## src/hw/rtl/atf_pkg.sv

```systemverilog
// Shared types and constants for the address text formatter.
// Used by atf_scan, atf_char and address_text_formatter; no dependencies.
package atf_pkg;

   // Address family codes
   localparam logic [1:0] FAM_IPV4 = 2'd0;
   localparam logic [1:0] FAM_IPV6 = 2'd1;
   localparam logic [1:0] FAM_MAC  = 2'd2;
   localparam logic [1:0] FAM_NONE = 2'd3;

   // Text units: 0..7 hex groups or MAC octets, 8..11 dotted octets,
   // then the trailing colon of a zero run at the end, then the prefix.
   localparam int NUM_UNITS = 14;
   localparam int UNIT_W    = 4;
   localparam logic [UNIT_W-1:0] U_DOT0   = 4'd8;
   localparam logic [UNIT_W-1:0] U_TRAIL  = 4'd12;
   localparam logic [UNIT_W-1:0] U_PREFIX = 4'd13;

   localparam logic [7:0] CH_COLON = 8'h3a;
   localparam logic [7:0] CH_DOT   = 8'h2e;
   localparam logic [7:0] CH_SLASH = 8'h2f;
   localparam logic [7:0] CH_ZERO  = 8'h30;
   localparam logic [7:0] CH_LOW_A = 8'h61;

   typedef struct packed {
      logic [1:0]  family;
      logic [63:0] addr_hi;
      logic [63:0] addr_lo;
      logic        has_prefix;
      logic [7:0]  prefix_len;
   } req_type;

   typedef struct packed {
      logic [7:0] out_char;
      logic       last;
   } rsp_type;

   // Per-item layout found at accept time
   typedef struct packed {
      logic [NUM_UNITS-1:0] mask;
      logic                 run_ok;
      logic [2:0]           base;
   } info_type;

endpackage

```

## src/hw/rtl/atf_scan.sv

```systemverilog
// Layout scan: zero-run search for IPv6 and the set of text units to print.
// Depends on atf_pkg.
module atf_scan (
   input  atf_pkg::req_type  item,
   output atf_pkg::info_type info
);
   import atf_pkg::*;

   logic [15:0] grp [8];
   logic [7:0]  zero;
   logic [3:0]  run_len [8];
   logic [3:0]  best_len;
   logic [2:0]  best_base;
   logic        run_ok;
   logic        dotted;
   logic [3:0]  run_end;
   logic [NUM_UNITS-1:0] mask;

   // Split the address into groups and measure zero runs
   always_comb begin
      for (int i = 0; i < 4; i++) begin
         grp[i]   = item.addr_hi[63-16*i -: 16];
         grp[i+4] = item.addr_lo[63-16*i -: 16];
      end
      for (int i = 0; i < 8; i++) begin
         zero[i] = (grp[i] == 16'h0000);
      end
      run_len[7] = {3'b000, zero[7]};
      for (int i = 6; i >= 0; i--) begin
         run_len[i] = zero[i] ? run_len[i+1] + 4'd1 : 4'd0;
      end
   end

   // Pick the first longest run
   always_comb begin
      best_len  = 4'd0;
      best_base = 3'd0;
      for (int i = 0; i < 8; i++) begin
         if (run_len[i] > best_len) begin
            best_len  = run_len[i];
            best_base = 3'(i);
         end
      end
      run_ok  = (best_len >= 4'd2);
      run_end = {1'b0, best_base} + best_len;
      dotted  = run_ok && (best_base == 3'd0) &&
                ((best_len == 4'd6) || ((best_len == 4'd5) && (grp[5] == 16'hffff)));
   end

   // Build the unit mask per family
   always_comb begin
      mask = '0;
      case (item.family)
         FAM_IPV4: begin
            mask[11:8] = 4'hf;
         end
         FAM_MAC: begin
            mask[5:0] = 6'h3f;
         end
         FAM_IPV6: begin
            for (int i = 0; i < 8; i++) begin
               mask[i] = !(run_ok && (4'(i) >= {1'b0, best_base}) && (4'(i) < run_end))
                         || (run_ok && (3'(i) == best_base));
            end
            if (dotted) begin
               mask[7:6]  = 2'b00;
               mask[11:8] = 4'hf;
            end
            mask[U_TRAIL] = run_ok && (run_end == 4'd8) && !dotted;
         end
         default: begin
            mask = '0;
         end
      endcase
      if (item.family != FAM_NONE) begin
         mask[U_PREFIX] = item.has_prefix;
      end
   end

   assign info.mask   = mask;
   assign info.run_ok = run_ok;
   assign info.base   = best_base;

endmodule

```

## src/hw/rtl/atf_char.sv

```systemverilog
// Character generator: text of one unit (separator plus digits) and the
// character at a position inside it. Depends on atf_pkg.
module atf_char (
   input  atf_pkg::req_type  item,
   input  atf_pkg::info_type info,
   input  logic [3:0]        unit,
   input  logic [2:0]        pos,
   output logic [7:0]        ch,
   output logic [2:0]        len
);
   import atf_pkg::*;

   logic [15:0] grp [8];
   logic [7:0]  oct [4];
   logic [7:0]  mac_oct [6];
   logic        is_hex;
   logic        sep_en;
   logic [7:0]  sep_ch;
   logic [15:0] hex_val;
   logic [7:0]  dec_val;
   logic [2:0]  nd;
   logic [2:0]  q;
   logic [1:0]  sh;
   logic [3:0]  nib;
   logic [1:0]  hund;
   logic [6:0]  rem_v;
   logic [3:0]  tens;
   logic [3:0]  ones;
   logic [1:0]  di;
   logic [3:0]  dec_dig;
   logic [7:0]  dig_ch;

   // Slice the address fields
   always_comb begin
      for (int i = 0; i < 4; i++) begin
         grp[i]   = item.addr_hi[63-16*i -: 16];
         grp[i+4] = item.addr_lo[63-16*i -: 16];
         oct[i]   = item.addr_lo[31-8*i -: 8];
      end
      for (int i = 0; i < 6; i++) begin
         mac_oct[i] = item.addr_lo[47-8*i -: 8];
      end
   end

   // Describe the current unit
   always_comb begin
      is_hex  = 1'b1;
      sep_en  = 1'b0;
      sep_ch  = CH_COLON;
      hex_val = 16'h0000;
      dec_val = 8'h00;
      nd      = 3'd1;
      if (unit < U_DOT0) begin
         sep_en = (unit != 4'd0);
         if (item.family == FAM_MAC) begin
            hex_val = {8'h00, mac_oct[unit[2:0]]};
            nd      = 3'd2;
         end else begin
            hex_val = grp[unit[2:0]];
            if (hex_val[15:12] != 4'h0) nd = 3'd4;
            else if (hex_val[11:8] != 4'h0) nd = 3'd3;
            else if (hex_val[7:4] != 4'h0) nd = 3'd2;
            else nd = 3'd1;
            if (info.run_ok && (unit[2:0] == info.base)) begin
               sep_en = 1'b1;
               nd     = 3'd0;
            end
         end
      end else if (unit < U_TRAIL) begin
         is_hex  = 1'b0;
         dec_val = oct[unit[1:0]];
         sep_en  = (unit != U_DOT0) || (item.family == FAM_IPV6);
         sep_ch  = (unit == U_DOT0) ? CH_COLON : CH_DOT;
      end else if (unit == U_TRAIL) begin
         sep_en = 1'b1;
         nd     = 3'd0;
      end else begin
         is_hex  = 1'b0;
         dec_val = item.prefix_len;
         sep_en  = 1'b1;
         sep_ch  = CH_SLASH;
      end
      if (!is_hex) begin
         if (dec_val >= 8'd100) nd = 3'd3;
         else if (dec_val >= 8'd10) nd = 3'd2;
         else nd = 3'd1;
      end
   end

   // Decimal digits of a byte
   always_comb begin
      if (dec_val >= 8'd200) hund = 2'd2;
      else if (dec_val >= 8'd100) hund = 2'd1;
      else hund = 2'd0;
      rem_v = 7'(dec_val - ((hund == 2'd2) ? 8'd200 : (hund == 2'd1) ? 8'd100 : 8'd0));
      tens  = 4'(({8'h00, rem_v} * 15'd205) >> 11);
      ones  = 4'(rem_v - (7'(tens) * 7'd10));
   end

   // Select the character at pos
   always_comb begin
      q   = sep_en ? pos - 3'd1 : pos;
      sh  = nd[1:0] - 2'd1 - q[1:0];
      nib = 4'(hex_val >> {sh, 2'b00});
      di  = 2'(3'd3 - nd + q);
      case (di)
         2'd0:    dec_dig = {2'b00, hund};
         2'd1:    dec_dig = tens;
         default: dec_dig = ones;
      endcase
      if (is_hex) begin
         dig_ch = (nib < 4'd10) ? CH_ZERO + {4'h0, nib} : CH_LOW_A + {4'h0, nib} - 8'd10;
      end else begin
         dig_ch = CH_ZERO + {4'h0, dec_dig};
      end
      ch  = (sep_en && (pos == 3'd0)) ? sep_ch : dig_ch;
      len = nd + {2'b00, sep_en};
   end

endmodule

```

## src/hw/rtl/address_text_formatter.sv

```systemverilog
// Address text formatter, top level: input register, unit cursor, output register.
// Depends on atf_pkg, atf_scan and atf_char.
//
// Turns one IPv4, IPv6 or MAC address (with an optional /prefix) into its text,
// one ASCII character per rsp transfer, last set on the final one. An item
// yields one character per cycle while the output is not stalled; the single character
// path from the held item to the output register sets that rate. The next item
// is taken in the cycle its predecessor's last character moves to the output
// register, so characters flow with no gap. Family 3 items are taken and
// produce nothing.
module address_text_formatter (
   input  logic             clock,
   input  logic             reset,
   input  logic             req_valid,
   output logic             req_stall,
   input  atf_pkg::req_type req_data,
   output logic             rsp_valid,
   input  logic             rsp_stall,
   output atf_pkg::rsp_type rsp_data
);
   import atf_pkg::*;

   req_type              item_ff, item_in;
   info_type             info_ff, info_in;
   logic                 vld_ff, vld_in;
   logic [UNIT_W-1:0]    unit_ff, unit_in;
   logic [2:0]           pos_ff, pos_in;
   rsp_type              rsp_ff, rsp_in;
   logic                 rsp_vld_ff, rsp_vld_in;

   info_type             scan_info;
   logic [7:0]           ch;
   logic [2:0]           len;
   logic [NUM_UNITS-1:0] later;
   logic [UNIT_W-1:0]    next_unit;
   logic [UNIT_W-1:0]    first_unit;
   logic                 out_free;
   logic                 emit;
   logic                 unit_done;
   logic                 item_last;
   logic                 take;

   atf_scan u_scan (
      .item (req_data),
      .info (scan_info)
   );

   atf_char u_char (
      .item (item_ff),
      .info (info_ff),
      .unit (unit_ff),
      .pos  (pos_ff),
      .ch   (ch),
      .len  (len)
   );

   // Find the first unit of a new item and the next unit after the cursor
   always_comb begin
      later      = info_ff.mask & ~((14'd2 << unit_ff) - 14'd1);
      next_unit  = '0;
      first_unit = '0;
      for (int i = NUM_UNITS - 1; i >= 0; i--) begin
         if (later[i]) next_unit = UNIT_W'(i);
         if (scan_info.mask[i]) first_unit = UNIT_W'(i);
      end
   end

   // Handshake
   assign out_free  = !rsp_vld_ff || !rsp_stall;
   assign emit      = vld_ff && out_free;
   assign unit_done = (pos_ff == len - 3'd1);
   assign item_last = unit_done && (later == '0);
   assign req_stall = vld_ff && !(out_free && item_last);
   assign take      = req_valid && !req_stall;

   // Advance the cursor, load a new item
   always_comb begin
      item_in = item_ff;
      info_in = info_ff;
      vld_in  = vld_ff;
      unit_in = unit_ff;
      pos_in  = pos_ff;
      if (take) begin
         item_in = req_data;
         info_in = scan_info;
         vld_in  = (scan_info.mask != '0);
         unit_in = first_unit;
         pos_in  = 3'd0;
      end else if (emit) begin
         if (unit_done) begin
            unit_in = next_unit;
            pos_in  = 3'd0;
            if (item_last) vld_in = 1'b0;
         end else begin
            pos_in = pos_ff + 3'd1;
         end
      end
   end

   // Fill the output register
   always_comb begin
      rsp_in     = rsp_ff;
      rsp_vld_in = rsp_vld_ff;
      if (emit) begin
         rsp_in.out_char = ch;
         rsp_in.last     = item_last;
         rsp_vld_in      = 1'b1;
      end else if (out_free) begin
         rsp_vld_in = 1'b0;
      end
   end

   always_ff @(posedge clock) begin
      if (reset) begin
         vld_ff     <= 1'b0;
         rsp_vld_ff <= 1'b0;
      end else begin
         vld_ff     <= vld_in;
         rsp_vld_ff <= rsp_vld_in;
      end
      item_ff <= item_in;
      info_ff <= info_in;
      unit_ff <= unit_in;
      pos_ff  <= pos_in;
      rsp_ff  <= rsp_in;
   end

   assign rsp_valid = rsp_vld_ff;
   assign rsp_data  = rsp_ff;

endmodule
```

## config.mk

```make
export PLATFORM = sky130hd
export DESIGN_NAME = address_text_formatter
export DESIGN_NICKNAME = d
export VERILOG_FILES = /design/src/hw/rtl/atf_pkg.sv /design/src/hw/rtl/atf_scan.sv /design/src/hw/rtl/atf_char.sv /design/src/hw/rtl/address_text_formatter.sv
export SDC_FILE = /design/constraint.sdc
export NUM_CORES = 1
export LEC_CHECK = 0
export BUFFER_PORTS_ARGS = -buffer_cell sky130_fd_sc_hd__buf_2
export CORE_AREA = 8 8 164 166
export DETAILED_ROUTE_END_ITERATION = 6
export DIE_AREA = 0 0 172 174
export HOLD_SLACK_MARGIN = 0.06
export PLACE_DENSITY_LB_ADDON = 0.1
export SETUP_SLACK_MARGIN = 0.2
export SKIP_CTS_REPAIR_TIMING = 1
export SLEW_MARGIN = 20
export SYNTH_ARGS = -nofsm -noshare
export SYNTH_HDL_FRONTEND = slang
export SYNTH_SLANG_ARGS = --single-unit
```

## constraint.sdc

```tcl
create_clock -name clock -period 14.75 [get_ports clock]
set_clock_uncertainty 0.05 [all_clocks]
set_input_delay 0.7375 -clock clock [delete_from_list [all_inputs] [get_ports clock]]
set_output_delay 0.7375 -clock clock [all_outputs]
set_load 0.05 [all_outputs]
```

## Word level (Yosys, flattened, before mapping)

Index checks and enable logic that the tools add are counted.

| cells by class | value |
|---|---|
| $lt $le $gt $ge | 32 |
| reduce and logical (&&, ||, !) cells | 82 |
| mux-type cells | 111 |
| shifts and indexed selects | 2 |
| $mul | 2 |
| add/subtract/negate cells | 23 |
| eq/ne operators | 24 |
| bitwise operators | 4 |

Operators with widths:

| operator | number |
|---|---|
| 4-bit two-way mux | 46 |
| 16-bit logical NOT | 8 |
| 8-bit two-way mux | 12 |
| 16-bit two-way mux | 4 |
| 16-bit binary-select mux with 3-bit select | 1 |
| 3-bit two-way mux | 13 |
| 1-bit logical AND | 34 |
| 4-bit by 1-bit adder with 4-bit output (second input constant) | 6 |
| 8-bit binary-select mux with 3-bit select | 1 |
| 4-bit > comparator | 6 |
| 1-bit two-way mux | 18 |
| 8-bit binary-select mux with 2-bit select | 1 |
| 16-bit == test (second input constant) | 1 |
| 3-bit by 4-bit less-than comparator with 1-bit output (first input constant) | 4 |
| 4-bit one-hot mux with 2 select lines | 2 |
| 4-bit nonzero test | 4 |
| 16-bit by 4-bit right shift with 4-bit output | 1 |
| 7-bit by 8-bit multiplier with 15-bit output (second input constant) | 1 |
| 6-bit by 4-bit adder with 7-bit output (first input constant) | 2 |
| 14-bit AND | 1 |
| 14-bit logical NOT | 1 |
| 2-bit two-way mux | 7 |
| 7-bit two-way mux | 2 |
| 14-bit NOT | 1 |
| other kinds (53) | 103 |

| word-level totals | value |
|---|---|
| output and inout bits | 11 |
| logic and storage cells | 293 |
| register bits after elaboration | 174 |

## Depth between registers and ports, before layout

| logic depth | value |
|---|---|
| depth in word-level cells | 52 |
| mapped depth | 84 |
| mapped depth without buffers | 82 |

## Cells and area by module

Synthesis repeated with hierarchy kept, for this count alone.

| second synthesis, totals | value |
|---|---|
| cell total of the unflattened synthesis | 1172 |
| area, all modules | 12723.5 um2 |

Modules (own cells, without submodules):

| module | cells each | instances | area each (um2) |
|---|---|---|---|
| address_text_formatter | 314 | 1 | 6107.1 |
| atf_char | 456 | 1 | 3860.0 |
| atf_scan | 402 | 1 | 2756.4 |

## Worst setup path before layout

No wires, ideal clock.

| timing | value |
|---|---|
| kind | input -> register |
| from | in req_data[11] (netlist name) |
| to | reg unit_ff[3] (data pin) |
| cell stages on the path | 78 |
| library setup time | 0.274 ns |
| setup slack | -1.206 ns |
| arrival time | 15.632 ns |
| cells stage by stage | nor4_1 > and4_1 > inv_1 > nor2_1 > ha_1 > and3_1 > clkbuf_1 > ha_1 > nand2_1 > inv_1 > ha_1 > nand2_1 > inv_1 > ha_1 > nand2_1 > inv_1 > ha_1 > o311ai_0 > [... 42 more ...] > inv_1 > ha_1 > nor2b_1 > o21ai_0 > nor2_1 > and4_1 > a31oi_1 > ha_1 > or3_1 > nor3_1 > mux2_4 > ha_1 > fa_1 > xor2_1 > or3_1 > o31ai_1 > a31oi_1 > o32ai_1 |

| between the ends | value |
|---|---|
| longest elaborated chain between the ends | 52 |

RTL lines:

| what | RTL line | RTL |
|---|---|---|
| from (decl) | address_text_formatter.sv:16 | `input atf_pkg::req_type req_data,` |
| 16-bit logical NOT (*) | atf_scan.sv:26 | `zero[i] = (grp[i] == 16'h0000);` |
| parallel branches: the longest is 49 deep, another holds 4-bit by 1-bit adder with 4-bit output | n/a |  |
| 4-bit two-way mux (*) | address_text_formatter.sv:64 | `if (scan_info.mask[i]) first_unit = UNIT_W'(i);` |
| 4-bit two-way mux (*) | address_text_formatter.sv:83 | `if (take) begin` |
| named net unit_in[3] | address_text_formatter.sv:26 | `logic [UNIT_W-1:0] unit_ff, unit_in;` |
| to (signal assigned) | address_text_formatter.sv:123 | `unit_ff <= unit_in;` |
| to (decl) | address_text_formatter.sv:26 |  |

Mark *: on every way through the listed nets, which the timed path passes.
A chain may end at the register's enable or synchronous reset.

## Worst setup path in the final report

Same ends and word-level chain as after synthesis.

==> results.py <==
metrics = {
    "drt": {
        "wl_um": 38570,
        "wl_per_cell_um": 22.24,
        "drt_drc_violations_left": 0,
        "via_count": 10330,
        "ant_nets": 0,
        "viasPerCell": 5.956,
        "drt_iter0_drc": 984,
        "first_pass_iters": 5,
    },
    "timing": {
        "rsz0062_at_grt": "false",
        "setup_viol": 0,
        "slew_viol_final": 0,
        "worstMarginPinSlew_ps": 987.2,
        "hold_viol": 0,
        "fin_crit_ps": 14050,
        "fin_ws_ps": 698.2,
        "fin_crit_sh": 0.9527,
        "relSlewSlack": 0.3418,
        "max_freq_ghz": 0.07117,
        "finalSetupTns_ps": 0,
    },
    "final_layout": {
        "final_util": 0.6321,
        "regArea_um2": 5025,
        "fin_area_um2": 15500,
        "nets": 1619,
        "multi_input_area_um2": 7112,
        "drive_above_1_share": 0.3788,
        "n_fill_cell": 2043,
        "syn2layout_area_growth_pct": 29.49,
    },
    "outcome": {
        "status": "complete, no violations",
    },
    "critical_path": {
        "reg2reg_depth": 36,
        "crit_buf_inv": 12,
        "setup.worst_path.end": "unit_ff[3]$_DFFE_PP_",
        "arrival_ps": 14270,
        "crit_fanout": 7,
        "reg2reg_from": "unit_ff[1]$_DFFE_PP_",
        "critPathSlowestCell": "or4b_4",
        "critical_path.startpoint_type": "primary input",
        "cp-end-kind": "flop",
        "path_delay_family": "simple AND/OR/NAND/NOR gates",
        "path_depth": 78,
        "cpPeakStageDelay_ps": 500,
        "critPathLaunch": "req_data[11]",
        "crit_type": "primary input to flop",
        "r2r_slack_ps": 5520,
        "path_common_cell": "ha_4",
        "r2r_end": "rsp_data[4]$_SDFFCE_PP1P_",
        "required_ps": 14970,
    },
    "clock_network": {
        "numCtsBuffers": 17,
        "clk_latency_ps": 460,
        "cts_tree": "done",
        "h-tree-depth": 4,
        "clk_path_buf_depth": 2,
        "cts-root-buf": "clkbuf_16",
        "clk_pin_slew_worst_paths_ps": 70,
        "cts.sink_count": 169,
    },
    "place": {
        "place_area_um2": 14520,
        "numPortBuffers": 152,
        "pre_cts_ws_ps": -376.4,
        "gp_congestion": 0.9701,
        "dpl.hpwl_um": 30480,
    },
    "global_routing": {
        "grt_overflow": 0,
        "grt_max_degree": 79,
        "grt_usage": 0.2544,
        "antenna_found_initial": 7,
        "grt_pass1_vias": 10230,
        "grt_pass1_wl_um": 57740,
    },
    "synthesis": {
        "ys.flop_type": "edfxtp_1",
        "syn_avg_cell_area_um2": 11.08,
        "synth_cell_types": 93,
        "synth-edff-count": 164,
        "synthesis.nets": 1314,
        "synth.cell_area_um2": 11970,
        "yosys_warnings": 0,
        "ys_ff_latch": 169,
        "syn_inst": 1081,
        "synthArstFlopShare": 0,
        "synth_seq_area_share": 0.4197,
    },
    "power_and_ir_drop": {
        "power_density_nw_per_um2": 206.5,
        "p_leak_nw": 6.270,
        "peakVddDrop_v": 0.0003707,
    },
    "floorplanning": {
        "die_y_um": 174,
        "rows": 58,
        "initial_core_util": 0.4881,
        "ios": 154,
        "die_w_um": 172,
        "die_area_um2": 29930,
        "core_um2": 24530,
    },
    "hold_path": {
        "hp-class": "primary input to flop",
    },
    "job": {
        "cap_violations": 0,
    },
}
==> cell usage after synthesis (19+ instances only) <==
master / number / share of area
nand2_1: 94 / 0.029
nor2_1: 70 / 0.022
a21oi_1: 55 / 0.023
o21ai_0: 42 / 0.018
mux4_2: 45 / 0.085
nand3_1: 28 / 0.012
nand4_1: 28 / 0.015
clkbuf_1: 19 / 0.0060
edfxtp_1: 164 / 0.41
mux2i_1: 33 / 0.028
inv_1: 53 / 0.017
nor4_1: 37 / 0.019
ha_1: 79 / 0.083
==> where the power goes <==
part	leakage, nW	total (W)	internal, W	switching [W]
Clock	0.297	0.000468	0.000235	0.000233
Combinational	4.36	0.00211	0.000951	0.00116
Sequential	1.62	0.000622	0.000595	0.0000277
Total	6.27	0.00320	0.00178	0.00142
==> worst min path at each step <==
stage | from | endpoint | slack [ps] | depth (start not counted)
CTS | req_data[2] | item_ff[2]$_DFFE_PP_ | 400 | 1
floorplan | vld_ff$_SDFFE_PP0P_ | rsp_valid$_SDFFE_PP0P_ | 410 | 2
detailed placement | vld_ff$_SDFFE_PP0P_ | rsp_valid$_SDFFE_PP0P_ | 430 | 2
global route | req_data[2] | item_ff[2]$_DFFE_PP_ | 400 | 1
global placement | vld_ff$_SDFFE_PP0P_ | rsp_valid$_SDFFE_PP0P_ | 430 | 2
finish | req_data[2] | item_ff[2]$_DFFE_PP_ | 410 | 1
==> flip-flops by register name, summed over array words and instances, names as in the netlist <==
| signal | flops |
|---|---|
| item_ff | 138 |
| info_ff | 14 |
| rsp_data | 8 |
| unit_ff | 4 |
| pos_ff | 3 |
| rsp_valid | 1 |
| vld_ff | 1 |
==> through the flow <==
step           hold slack, ps  total power [W]  cells
4_1_cts                 399.5         0.003232   1714
3_3_place_gp            429.3         0.002684   1682
5_1_grt                 395.1         0.003528   1734
6_report                408.4         0.003202   1734
3_5_place_dp            432.7         0.002747   1682
2_1_floorplan           408.1         0.002287   1081
==> cell type report <==
cell class                      instances  area share
Tap cell                              330     0.02663
Clock buffer                           17     0.02744
Clock inverter                         15     0.01348
Sequential cell                       169      0.3241
Multi-Input combinational cell        814      0.4587
Timing Repair Buffer                  328      0.1348
Inverter                               56     0.01404
Antenna cell                            5   0.0008070
==> metal layers <==
metal | share of wire | vias to the layer above | GRT usage | wire, um
li1 | - | 4836 | - | -
met1 | 0.42 | 5014 | 0.3341 | 16010
met2 | 0.47 | 417 | 0.4076 | 18300
met3 | 0.084 | 55 | 0.06103 | 3255
met4 | 0.025 | 6 | 0.08013 | 964
met5 | 0.00093 | - | 0 | 36
==> cells by family after synthesis <==
family,Yosys count,synth area share
AO/OA/AOI/OAI,226,0.1322
flip-flops,169,0.4197
buffers and inverters,98,0.03344
multiplexers,87,0.1213
adder cells (fa/ha/maj),90,0.1010
other,2,0.0006273
AND/OR/NAND/NOR,377,0.1684
XOR/XNOR,32,0.02341
==> cells in the final DEF (no fill, tap or decap), drive strengths merged, types with 19 or more instances in the layout <==
master	Yosys	layout
nand3	29	29
nor3	19	19
ha	79	79
edfxtp	164	164
nand2	94	94
nor4	41	41
inv	54	61
mux2i	33	33
buf	23	328
a21oi	56	56
mux4	45	45
o21ai	46	46
nand4	30	30
nor2	72	72
Power figures use the tool's default switching activity.
